--- src/bcc_pkg.sv ---
// Types and constants of the block claim checker.
// No dependencies; used by the classify stage, the top level and the checker.
package bcc_pkg;

  localparam int unsigned BLK_W  = 32;
  localparam int unsigned CNT_W  = 18;
  localparam int unsigned CFG_IW = 2;
  localparam int unsigned CFG_DW = 32;
  localparam int unsigned TOT_W  = 17;

  // Claimed map is stored as rows of bits.
  localparam int unsigned ROW_W  = 8;
  localparam int unsigned ROW_BW = $clog2(ROW_W);

  localparam int unsigned BLK_BYTES = 1024;
  localparam logic [CNT_W-1:0] SECTORS_PER_BLOCK = CNT_W'(BLK_BYTES >> 9);
  localparam logic [CNT_W-1:0] COUNT_MAX = {CNT_W{1'b1}};

  localparam logic [CFG_IW-1:0] CFG_FIRST_DATA = 2'd0;
  localparam logic [CFG_IW-1:0] CFG_TOTAL      = 2'd1;
  localparam logic [CFG_IW-1:0] CFG_REPAIR     = 2'd2;

  typedef enum logic [1:0] {
    ST_NULL    = 2'd0,
    ST_CLAIMED = 2'd1,
    ST_RANGE   = 2'd2,
    ST_DUP     = 2'd3
  } status_t;

  typedef struct packed {
    logic [BLK_W-1:0] block_number;
    logic             start_of_owner;
    logic             preset;
  } in_t;

  typedef struct packed {
    status_t          status;
    logic [BLK_W-1:0] pointer_after;
    logic [CNT_W-1:0] sector_total;
  } out_t;

  // Decision of the classify stage: the result item and the row write-back.
  typedef struct packed {
    out_t             res;
    logic             wr_en;
    logic [ROW_W-1:0] wr_row;
  } cls_t;

endpackage

--- src/bcc_classify.sv ---
// Classify one pointer against its map row and the current sector count.
// Depends on bcc_pkg for the item, result and decision types.
module bcc_classify #(
  parameter int unsigned NUM_BLOCKS = 65536
) (
  input  bcc_pkg::in_t                   item,
  input  logic [bcc_pkg::ROW_W-1:0]      row_bits,
  input  logic                           lowest_data,
  input  logic [bcc_pkg::BLK_W-1:0]      limit,
  input  logic                           repair_enable,
  input  logic [bcc_pkg::CNT_W-1:0]      count,
  output bcc_pkg::cls_t                  cls
);
  import bcc_pkg::*;

  logic [BLK_W-1:0]  blk;
  logic [ROW_BW-1:0] bit_sel;
  logic [ROW_W-1:0]  mask;
  logic              in_store;
  logic [CNT_W-1:0]  base;

  assign blk      = item.block_number;
  assign bit_sel  = blk[ROW_BW-1:0];
  assign mask     = ROW_W'(1) << bit_sel;
  assign in_store = blk < BLK_W'(NUM_BLOCKS);
  assign base     = item.start_of_owner ? '0 : count;

  always_comb begin
    cls.res.status        = ST_NULL;
    cls.res.pointer_after = blk;
    cls.res.sector_total  = base;
    cls.wr_en             = 1'b0;
    cls.wr_row            = row_bits | mask;
    if (item.preset) begin
      // metadata: mark if inside the map, without limit or duplicate checks, never repair
      if (in_store) begin
        cls.res.status = ST_CLAIMED;
        cls.wr_en      = 1'b1;
      end else begin
        cls.res.status = ST_RANGE;
      end
    end else if (blk == '0) begin
      cls.res.status = ST_NULL;
    end else if ((blk < BLK_W'(lowest_data)) || (blk >= limit)) begin
      cls.res.status = ST_RANGE;
      if (repair_enable) begin
        cls.res.pointer_after = '0;
      end
    end else if (row_bits[bit_sel]) begin
      cls.res.status = ST_DUP;
      if (repair_enable) begin
        cls.res.pointer_after = '0;
      end
    end else begin
      cls.res.status = ST_CLAIMED;
      cls.wr_en      = 1'b1;
      if (base > COUNT_MAX - SECTORS_PER_BLOCK) begin
        cls.res.sector_total = COUNT_MAX;
      end else begin
        cls.res.sector_total = base + SECTORS_PER_BLOCK;
      end
    end
  end

endmodule

--- config.mk ---
export PLATFORM = sky130hd
export DESIGN_NAME = bcc_classify
export DESIGN_NICKNAME = d
export VERILOG_FILES = /design/src/bcc_pkg.sv /design/src/bcc_classify.sv
export SDC_FILE = /design/constraint.sdc
export NUM_CORES = 1
export LEC_CHECK = 0
export BUFFER_PORTS_ARGS = -buffer_cell sky130_fd_sc_hd__buf_2
export CORE_MARGIN = 10
export CORE_UTILIZATION = 45
export DETAILED_ROUTE_END_ITERATION = 8
export MAX_ROUTING_LAYER = met4
export PLACE_DENSITY = 0.95
export SYNTH_ARGS = -nofsm -noshare
export SYNTH_HDL_FRONTEND = slang
export SYNTH_SLANG_ARGS = --single-unit
export TNS_END_PERCENT = 30
--- constraint.sdc ---
create_clock -name vclk -period 5.4
set_clock_uncertainty 0.2 [all_clocks]
set_input_delay 1.08 -clock vclk [all_inputs]
set_output_delay 1.08 -clock vclk [all_outputs]
set_load 0.02 [all_outputs]
**After elaboration in Yosys (flattened, before gate mapping)**

Index checks and enable logic that the tools add are counted.
Widths: inputs -> output; s select.

- Input port bits: 94
- Memories kept: 0
- Bits in read-only memories: 0
- Bits in writable memories: 0
- Register bits after elaboration: 0
- Bits in latches: 0

- $mul: 0
- Add/subtract/negate cells: 1
- Equality and inequality tests: 0
- Order comparisons: 5
- Bitwise logic cells: 1
- Divide/modulo/power cells: 0
- Shifts and indexed selects: 1
- Reduce and logical (&&, ||, !) cells: 2
- Muxes and demuxes: 17

Operators by type and width:

| operator | number |
|---|---|
| $mux 32 | 2 |
| $mux 51 | 1 |
| $mux 50 | 1 |
| $mux 19 | 2 |
| $mux 18 | 2 |
| $mux 34 | 1 |
| $ge 32x32->1 | 1 |
| $logic_not 32->1 | 1 |
| $lt 32x1->1 | 1 |
| $lt 32x17->1 const B | 1 |
| $add 18x2->18 const B | 1 |
| $gt 18x18->1 const B | 1 |
| $mux 2 | 4 |
| $or 8x8->8 | 1 |
| $shl 1x3->8 const A | 1 |
| $lt 3x4->1 const B | 1 |
| $bmux 1 s3 | 1 |
| $mux 1 | 3 |
| $logic_or 1x1->1 | 1 |

**Depth between registers and ports, before layout**

Gate-level depths: netlist (run 1).

- Depth after elaboration: 7
- Depth in mapped cells: 11

**Least setup slack after synthesis (run 1)**

Ideal clock, no wire load.

- Path kind: input to output
- From: input item[2] in the netlist's numbering
- To: output cls[21] in the netlist's numbering
- Path slack: 0.718 ns
- Cell stages on the path: 10
- Arrival: 3.402 ns
- Cells stage by stage: buf_6 inv_1 ha_1 nand2b_1 a2111oi_0 or4b_1 a31oi_4 buf_2 nor3_1 a311oi_1

RTL lines:

| what | RTL line | RTL |
|---|---|---|
| from (decl) | bcc_classify.sv:6 | `input bcc_pkg::in_t item,` |
| to (decl) | bcc_classify.sv:12 | `output bcc_pkg::cls_t cls` |

==> flow_summary.toml, run 1 <==
[layout]
diodes = 0
layout_common_cells = "buf_2, inv_1, nor2b_1, ha_1, nand2_1"
final_cells = 483
regArea_um2 = 0
area_delta_synth_final_pct = 42.8
n_sequential_cell = 0
fin_util = 0.677
nClkBuffers = 0
final_nets = 562
mostFrequentLayoutCell = "buf_2"
layout-drive-gt1-share = 0.404
final_area_um2 = 2750

[place]
placed_area_um2 = 2750
place_inst = 483
io_buffer_count = 154
place_congestion = 0.889
hpwlAfterDp_um = 6600

[route]
drt-wirelength-per-cell_um = 15.4
wl_met2_um = 3780
drtAntennaViolNets = 0
first_pass_iters = 5
avgViaCountPerCell = 5.46
vias = 2637
wl_met3_um = 650
top_layer_used = "met4"
drt-total-wl_um = 7430
drt-met1-wl_um = 2830
drcViolationCount = 0
drtIter0Drc = 186

[worst_setup_path]
slowest_delay_ns = 0.58
crit_path_top_delay_cell = "or4b_1"
critical_path_required_ns = 4.12
critPathCaptureType = "primary output"
critPathLaunchType = "primary input"
path_class = "primary input to primary output"
worstPathArrival_ns = 3.71
path_cells = "buf_2 -> inv_1 -> ha_1 -> nand2b_1 -> a2111oi_0 -> or4b_1 -> a31oi_4 -> nor2_1 -> a21oi_2 -> buf_12 -> nor2b_1 -> buf_2"
cp_max_fo = 31
path_common_cell = "buf_2"
crit_family = "simple AND/OR/NAND/NOR gates"
cp.buffers_inverters = 4

[timing]
period_minus_slack_ns = 4.99
drv_slew = 0
fin_tns_setup_ns = 0
final_hold_viol_count = 0
whs_ns = 2.28
rsz0062_at_grt = "no"
finalCritPeriodShare = 0.924
fmax_mhz = 200
worst_pin_slew_ns = 0.518
max_slew_margin = 0.655
finalSetupViolations = 0

[floorplanning]
die_h_um = 85.4
fp.dieW_um = 85.4
core_um2 = 4060
die_area_um2 = 7300
boundaryPins = 155
initial_core_util = 0.475
rows = 23

[pwr]
p_int_w = 0.0000997
power_frac_clock = 0
pwr-share-comb = 1.000
p_seq_frac = 0
p_per_area_nw_per_um2 = 87.3
p_sw_frac = 0.585
p_sw_w = 0.000140
p_leak_nw = 1.54
vdd.ir_drop.worst_v = 0.0000589

[run]
drv_cap = 0

[status]
status = "finished, final reports clean"

[hold_path]
hold_path_class = "primary input to primary output"

[global_route]
track_usage = 0.193
grt_max_degree = 32
grt_pass1_vias = 2800
grt_remaining_overflow = 0
antenna_found_initial = 0
grt_pass1_wl_um = 12200

[yosys]
avgSynthCellArea_um2 = 6.76
yosys_warnings = 0
seq_area_frac_synth = 0
ys_types = 47
syn_area_um2 = 1930
syn_nets = 412
postSynthCellCount = 285

[clock_network]
cts_resized = 0
post-cts-setup-buffer-count = 0
hold_buffers = 0
-- tightest hold or removal path, cell delays in order --
cell,delay [ns]
buf_2,0.09
a31o_2,0.09
buf_2,0.15
-- power by group through the flow --
stage	sequential (W)	clock [W]	combinational [W]
6_report	0	0	0.000240
5_1_grt	0	0	0.000266
4_1_cts	0	0	0.000242
3_5_place_dp	0	0	0.000241
3_3_place_gp	0	0	0.000233
2_1_floorplan	0	0	0.000141
-- per-stage QoR --
| step | power, W | setup slack [ns] |
|---|---|---|
| after CTS | 0.000242 | 0.374 |
| after floorplan | 0.000141 | 0.718 |
| after global placement | 0.000233 | 0.400 |
| final | 0.000240 | 0.410 |
| after global routing | 0.000266 | 0.134 |
| after detailed placement | 0.000241 | 0.381 |
-- per-layer routing --
layer / global-route usage / vias up
met5: - / -
met2: 0.356 / 143
met1: 0.204 / 1161
met3: 0.0411 / 18
li1: - / 1315
met4: 0.0449 / 0
-- Yosys cell counts (2+ instances only) --
| cell | instances | area, um^2 |
|---|---|---|
| o21ai_0 | 16 | 80.1 |
| mux2i_1 | 2 | 20.0 |
| and4_1 | 4 | 35.0 |
| o21ai_1 | 3 | 15.0 |
| xnor2_1 | 10 | 87.6 |
| mux4_2 | 2 | 45.0 |
| a31oi_1 | 2 | 12.5 |
| nand2_1 | 26 | 97.6 |
| or3_1 | 2 | 12.5 |
| nor2_1 | 16 | 60.1 |
| nor3_1 | 7 | 35.0 |
| or2_2 | 2 | 12.5 |
| nor2b_1 | 33 | 206 |
| a22oi_1 | 2 | 15.0 |
| inv_1 | 39 | 146 |
| a31o_2 | 4 | 35.0 |
| a21o_1 | 4 | 30.0 |
| and2_1 | 2 | 12.5 |
| ha_1 | 33 | 413 |
| clkbuf_1 | 2 | 7.51 |
| buf_2 | 5 | 25.0 |
| nand3_1 | 4 | 20.0 |
| a21oi_1 | 13 | 65.1 |
| nand2b_1 | 6 | 37.5 |
| nor4_1 | 14 | 87.6 |
| nand4_1 | 11 | 68.8 |
-- area by class of cell --
class              instances  area, um^2
fillers                  334        1310
inverters                 39         146
multi-input cells        238        1740
well taps                 50        62.6
repair buffers           156         798
-- path summary, 6_finish.rpt --
check             slack [ns]  cells after the start      end   startpoint
setup / recovery        0.41                     12  cls[58]      item[2]
hold / removal          2.28                      3   cls[3]  row_bits[3]
-- kinds of logic after synthesis --
family                   share of synthesized area
adder cells (fa/ha/maj)                      0.214
multiplexers                                0.0513
AND/OR/NAND/NOR                              0.409
AO/OA/AOI/OAI                                0.181
buffers and inverters                       0.0988
XOR/XNOR                                    0.0455
No activity file was read; power rests on OpenSTA's default activity.
==> inputs of run 2 (changes only) <==
Settings changed: CORE_UTILIZATION 45 to 42, PLACE_DENSITY 0.95 to 0.89, SLEW_MARGIN set to 20.
Clock period 5.4 ns to 5.7 ns, I/O delays scaled along.
==> run 2 against run 1 <==
Die area increased by 5.4%; core utilization decreased by 5.3 points; first-iteration DRC count down 46%; critical path depth did not move; critical path type unchanged; largest cell class unchanged.
==> flow_summary.toml, run 2 (same netlist as run 1, synthesis figures left out) <==
[place]
pre_cts_slack_ns = 0.427
place_congestion = 0.933
hpwlAfterDp_um = 6600
io_buffer_count = 154

[worst_setup_path]
cp.buffers_inverters = 4
critPathCaptureType = "primary output"
critical_path_required_ns = 4.36
path_cells = "buf_2 -> inv_1 -> ha_1 -> nand2b_1 -> a2111oi_0 -> or4b_1 -> a31oi_4 -> nor2_1 -> a21oi_2 -> buf_4 -> nor2b_1 -> buf_2"
path_common_cell = "buf_2"
path_class = "primary input to primary output"
crit_path_top_delay_cell = "or4b_1"
worstPathArrival_ns = 3.91
critPathLaunchType = "primary input"
crit_family = "simple AND/OR/NAND/NOR gates"
slowest_delay_ns = 0.58
cp_max_fo = 31

[route]
drtIter0Drc = 101
top_layer_used = "met4"
first_pass_iters = 4
drt-total-wl_um = 7440
wl_met2_um = 3820
drcViolationCount = 0
wl_met3_um = 562
drt-met1-wl_um = 2950
vias = 2610
avgViaCountPerCell = 5.38
drt-wirelength-per-cell_um = 15.3
drtAntennaViolNets = 0

[global_route]
grt_pass1_vias = 2650
grt_pass1_wl_um = 11800
grt_remaining_overflow = 0
track_usage = 0.183
grt_max_degree = 32
antenna_found_initial = 0

[layout]
diodes = 0
layout-drive-gt1-share = 0.402
area_delta_synth_final_pct = 42.1
n_sequential_cell = 0
layout_common_cells = "buf_2, inv_1, nor2b_1, ha_1, nand2_1"
nClkBuffers = 0
fillers = 381
mostFrequentLayoutCell = "buf_2"
fin_util = 0.624
final_nets = 562
regArea_um2 = 0

[floorplanning]
boundaryPins = 155
rows = 24
die_h_um = 87.7
core_um2 = 4380
fp.dieW_um = 87.7
die_area_um2 = 7690
initial_core_util = 0.439

[pwr]
p_per_area_nw_per_um2 = 82.1
vdd.ir_drop.worst_v = 0.0000508
total_power_w = 0.000225
p_leak_nw = 1.54

[timing]
worst_pin_slew_ns = 0.497
rsz0062_at_grt = "no"
finalSetupViolations = 0
fin_tns_setup_ns = 0
max_slew_margin = 0.669
drv_slew = 0
period_minus_slack_ns = 5.25
fmax_mhz = 191
final_hold_viol_count = 0
finalCritPeriodShare = 0.920
fin_ws_ns = 0.454

[clock_network]
hold_buffers = 0
post-cts-setup-buffer-count = 0
cts_resized = 0

[run]
drv_cap = 0

[hold_path]
hold_path_class = "primary input to primary output"

[status]
status = "finished, final reports clean"
==> run 2: cell counts in the layout (fill, tap and decap cells not counted) <==
Identical to the previous run, type by type.
==> run 2: path summary, 6_finish.rpt <==
path / startpoint / endpoint / slack, ns / depth (start not counted)
max: item[2] / cls[43] / 0.45 / 12
min: row_bits[1] / cls[1] / 2.39 / 3
==> run 2: power breakdown <==
| part | internal (W) | switching (W) | total, W |
|---|---|---|---|
| Sequential | 0 | 0 | 0 |
| Combinational | 0.0000926 | 0.000132 | 0.000225 |
| Clock | 0 | 0 | 0 |
| Total | 0.0000926 | 0.000132 | 0.000225 |
==> run 2: worst min-delay path, delay by kind of cell <==
kind | cells | cell delay [ns]
buffers and inverters | 2 | 0.24
AOI/OAI and AO/OA | 1 | 0.07
==> run 2: per-stage QoR <==
step	instances	hold slack, ns	instance area (um^2)
2_1_floorplan	285	2.22	1930
3_3_place_gp	485	2.39	2740
3_5_place_dp	485	2.39	2740
4_1_cts	485	2.39	2740
5_1_grt	485	2.41	2740
6_report	485	2.39	2740
==> run 2: metal layers <==
metal,up-vias,GRT usage
li1,1317,-
met3,10,0.0288
met5,-,-
met4,0,0.0319
met2,111,0.339
met1,1172,0.200
==> run 2: cell type report <==
| class | count | area, um^2 | area share |
|---|---|---|---|
| multi-input combinational | 238 | 1740 | 0.636 |
| tap | 52 | 65.1 | 0.0238 |
| timing repair buffer | 156 | 786 | 0.287 |
| inverter | 39 | 146 | 0.0535 |
==> inputs of run 3 (changes only) <==
Settings changed: CELL_PAD_IN_SITES_DETAIL_PLACEMENT set to 1, CELL_PAD_IN_SITES_GLOBAL_PLACEMENT set to 2, CORE_UTILIZATION 42 to 19, PLACE_DENSITY 0.89 to 0.87.
==> run 3 against run 2 <==
First-iteration DRC count shrank 23%; final cell count increased by 17%; worst hold slack improved by 0.022 ns; wire length rose by 25%; clock-buffer cell count unchanged; critical path type unchanged; fmax hardly changed; non-clock buffer count up 1; largest cell class unchanged; power rose by 3.4%; via count rose by 0.92%; largest power group unchanged.
==> flow_summary.toml, run 3 (same netlist as run 1, synthesis figures left out) <==
[pwr]
p_seq_frac = 0
pwr-share-comb = 1.000
power_frac_clock = 0
p_sw_frac = 0.596
vdd.ir_drop.worst_v = 0.0000280
p_per_area_nw_per_um2 = 81.6
p_int_w = 0.0000938
p_leak_nw = 1.54
p_sw_w = 0.000138

[status]
status = "finished, final reports clean"

[worst_setup_path]
startpoint = "item[2]"
critical_path_required_ns = 4.36
cp.depth = 11
cp.buffers_inverters = 3
path_common_cell = "buf_2"
crit_family = "simple AND/OR/NAND/NOR gates"
setup.worst_path.end = "cls[19]"
worstPathArrival_ns = 3.91
critPathLaunchType = "primary input"
cp_max_fo = 17
critPathCaptureType = "primary output"
crit_path_top_delay_cell = "or4b_1"
path_cells = "buf_2 -> inv_1 -> ha_1 -> nand2b_1 -> a2111oi_0 -> or4b_1 -> a31oi_4 -> nor2_1 -> nand2_1 -> o21ai_0 -> buf_2"
slowest_delay_ns = 0.58
path_class = "primary input to primary output"

[route]
drtAntennaViolNets = 0
drcViolationCount = 0
drt-total-wl_um = 9290
vias = 2634
drt-wirelength-per-cell_um = 16.4
first_pass_iters = 4
drtIter0Drc = 78
avgViaCountPerCell = 4.65

[layout]
fin_util = 0.290
multi_input_area_um2 = 1740
mostFrequentLayoutCell = "buf_2"
fillers = 1334
layout_common_cells = "buf_2, inv_1, nor2b_1, ha_1, nand2_1"
final_nets = 563
area_delta_synth_final_pct = 47.8
layout-drive-gt1-share = 0.403
diodes = 0
regArea_um2 = 0
n_sequential_cell = 0
nClkBuffers = 0

[timing]
drv_slew = 0
fin_tns_setup_ns = 0
final_hold_viol_count = 0
finalSetupViolations = 0
fmax_mhz = 190
max_slew_margin = 0.653
finalCritPeriodShare = 0.921
worst_pin_slew_ns = 0.521
period_minus_slack_ns = 5.25
rsz0062_at_grt = "no"

[floorplanning]
boundaryPins = 155
initial_core_util = 0.196
core_um2 = 9820
die_h_um = 121
rows = 36
fp.dieW_um = 121
die_area_um2 = 14600

[clock_network]
cts_resized = 0
hold_buffers = 0
post-cts-setup-buffer-count = 0

[global_route]
grt_pass1_wl_um = 14800
grt_remaining_overflow = 0
grt_pass1_vias = 2935
grt_max_degree = 23
track_usage = 0.124
antenna_found_initial = 0

[place]
place_congestion = 0.790
io_buffer_count = 154
hpwlAfterDp_um = 8480

[run]
drv_cap = 0

[hold_path]
hold_path_class = "primary input to primary output"
## run 3: stage by stage
stage	setup WS (ns)	hold slack (ns)	area [um^2]	instances	total power [W]
after global placement	0.475	2.41	2850	567	0.000228
after CTS	0.412	2.41	2850	567	0.000239
after global routing	0.131	2.44	2850	567	0.000260
after detailed placement	0.416	2.41	2850	567	0.000237
final	0.449	2.41	2850	567	0.000232
after floorplan	0.898	2.22	1930	285	0.000134
## run 3: worst min-delay path, delay by kind of cell
family	cells	cell delay, ns
buffers and inverters	2	0.25
AO/OA/AOI/OAI	1	0.08
## run 3: cell type report
| type | count | area share |
|---|---|---|
| multi-input combinational | 238 | 0.611 |
| timing repair buffer | 157 | 0.279 |
| tap | 133 | 0.0585 |
| inverter | 39 | 0.0515 |
## run 3: worst min-delay path by stage
stage	start	endpoint	cells after the start	slack [ns]
6_report	row_bits[1]	cls[1]	3	2.41
3_3_place_gp	row_bits[2]	cls[2]	3	2.41
2_1_floorplan	row_bits[2]	cls[2]	1	2.22
4_1_cts	row_bits[2]	cls[2]	3	2.41
5_1_grt	row_bits[2]	cls[2]	3	2.44
3_5_place_dp	row_bits[2]	cls[2]	3	2.41
## run 3: routing by layer
| layer | GRT usage | part of all wire | wire (um) | up-vias |
|---|---|---|---|---|
| met5 | - | 0 | 0 | - |
| met4 | 0 | 0 | 0 | 0 |
| met3 | 0.0144 | 0.042 | 391 | 0 |
| met2 | 0.240 | 0.54 | 4980 | 77 |
| met1 | 0.139 | 0.42 | 3910 | 1243 |
| li1 | - | - | - | 1314 |
## run 3: power groups by stage
stage | sequential (W) | clock, W | combinational [W]
6_report | 0 | 0 | 0.000232
5_1_grt | 0 | 0 | 0.000260
4_1_cts | 0 | 0 | 0.000239
3_5_place_dp | 0 | 0 | 0.000237
3_3_place_gp | 0 | 0 | 0.000228
2_1_floorplan | 0 | 0 | 0.000134
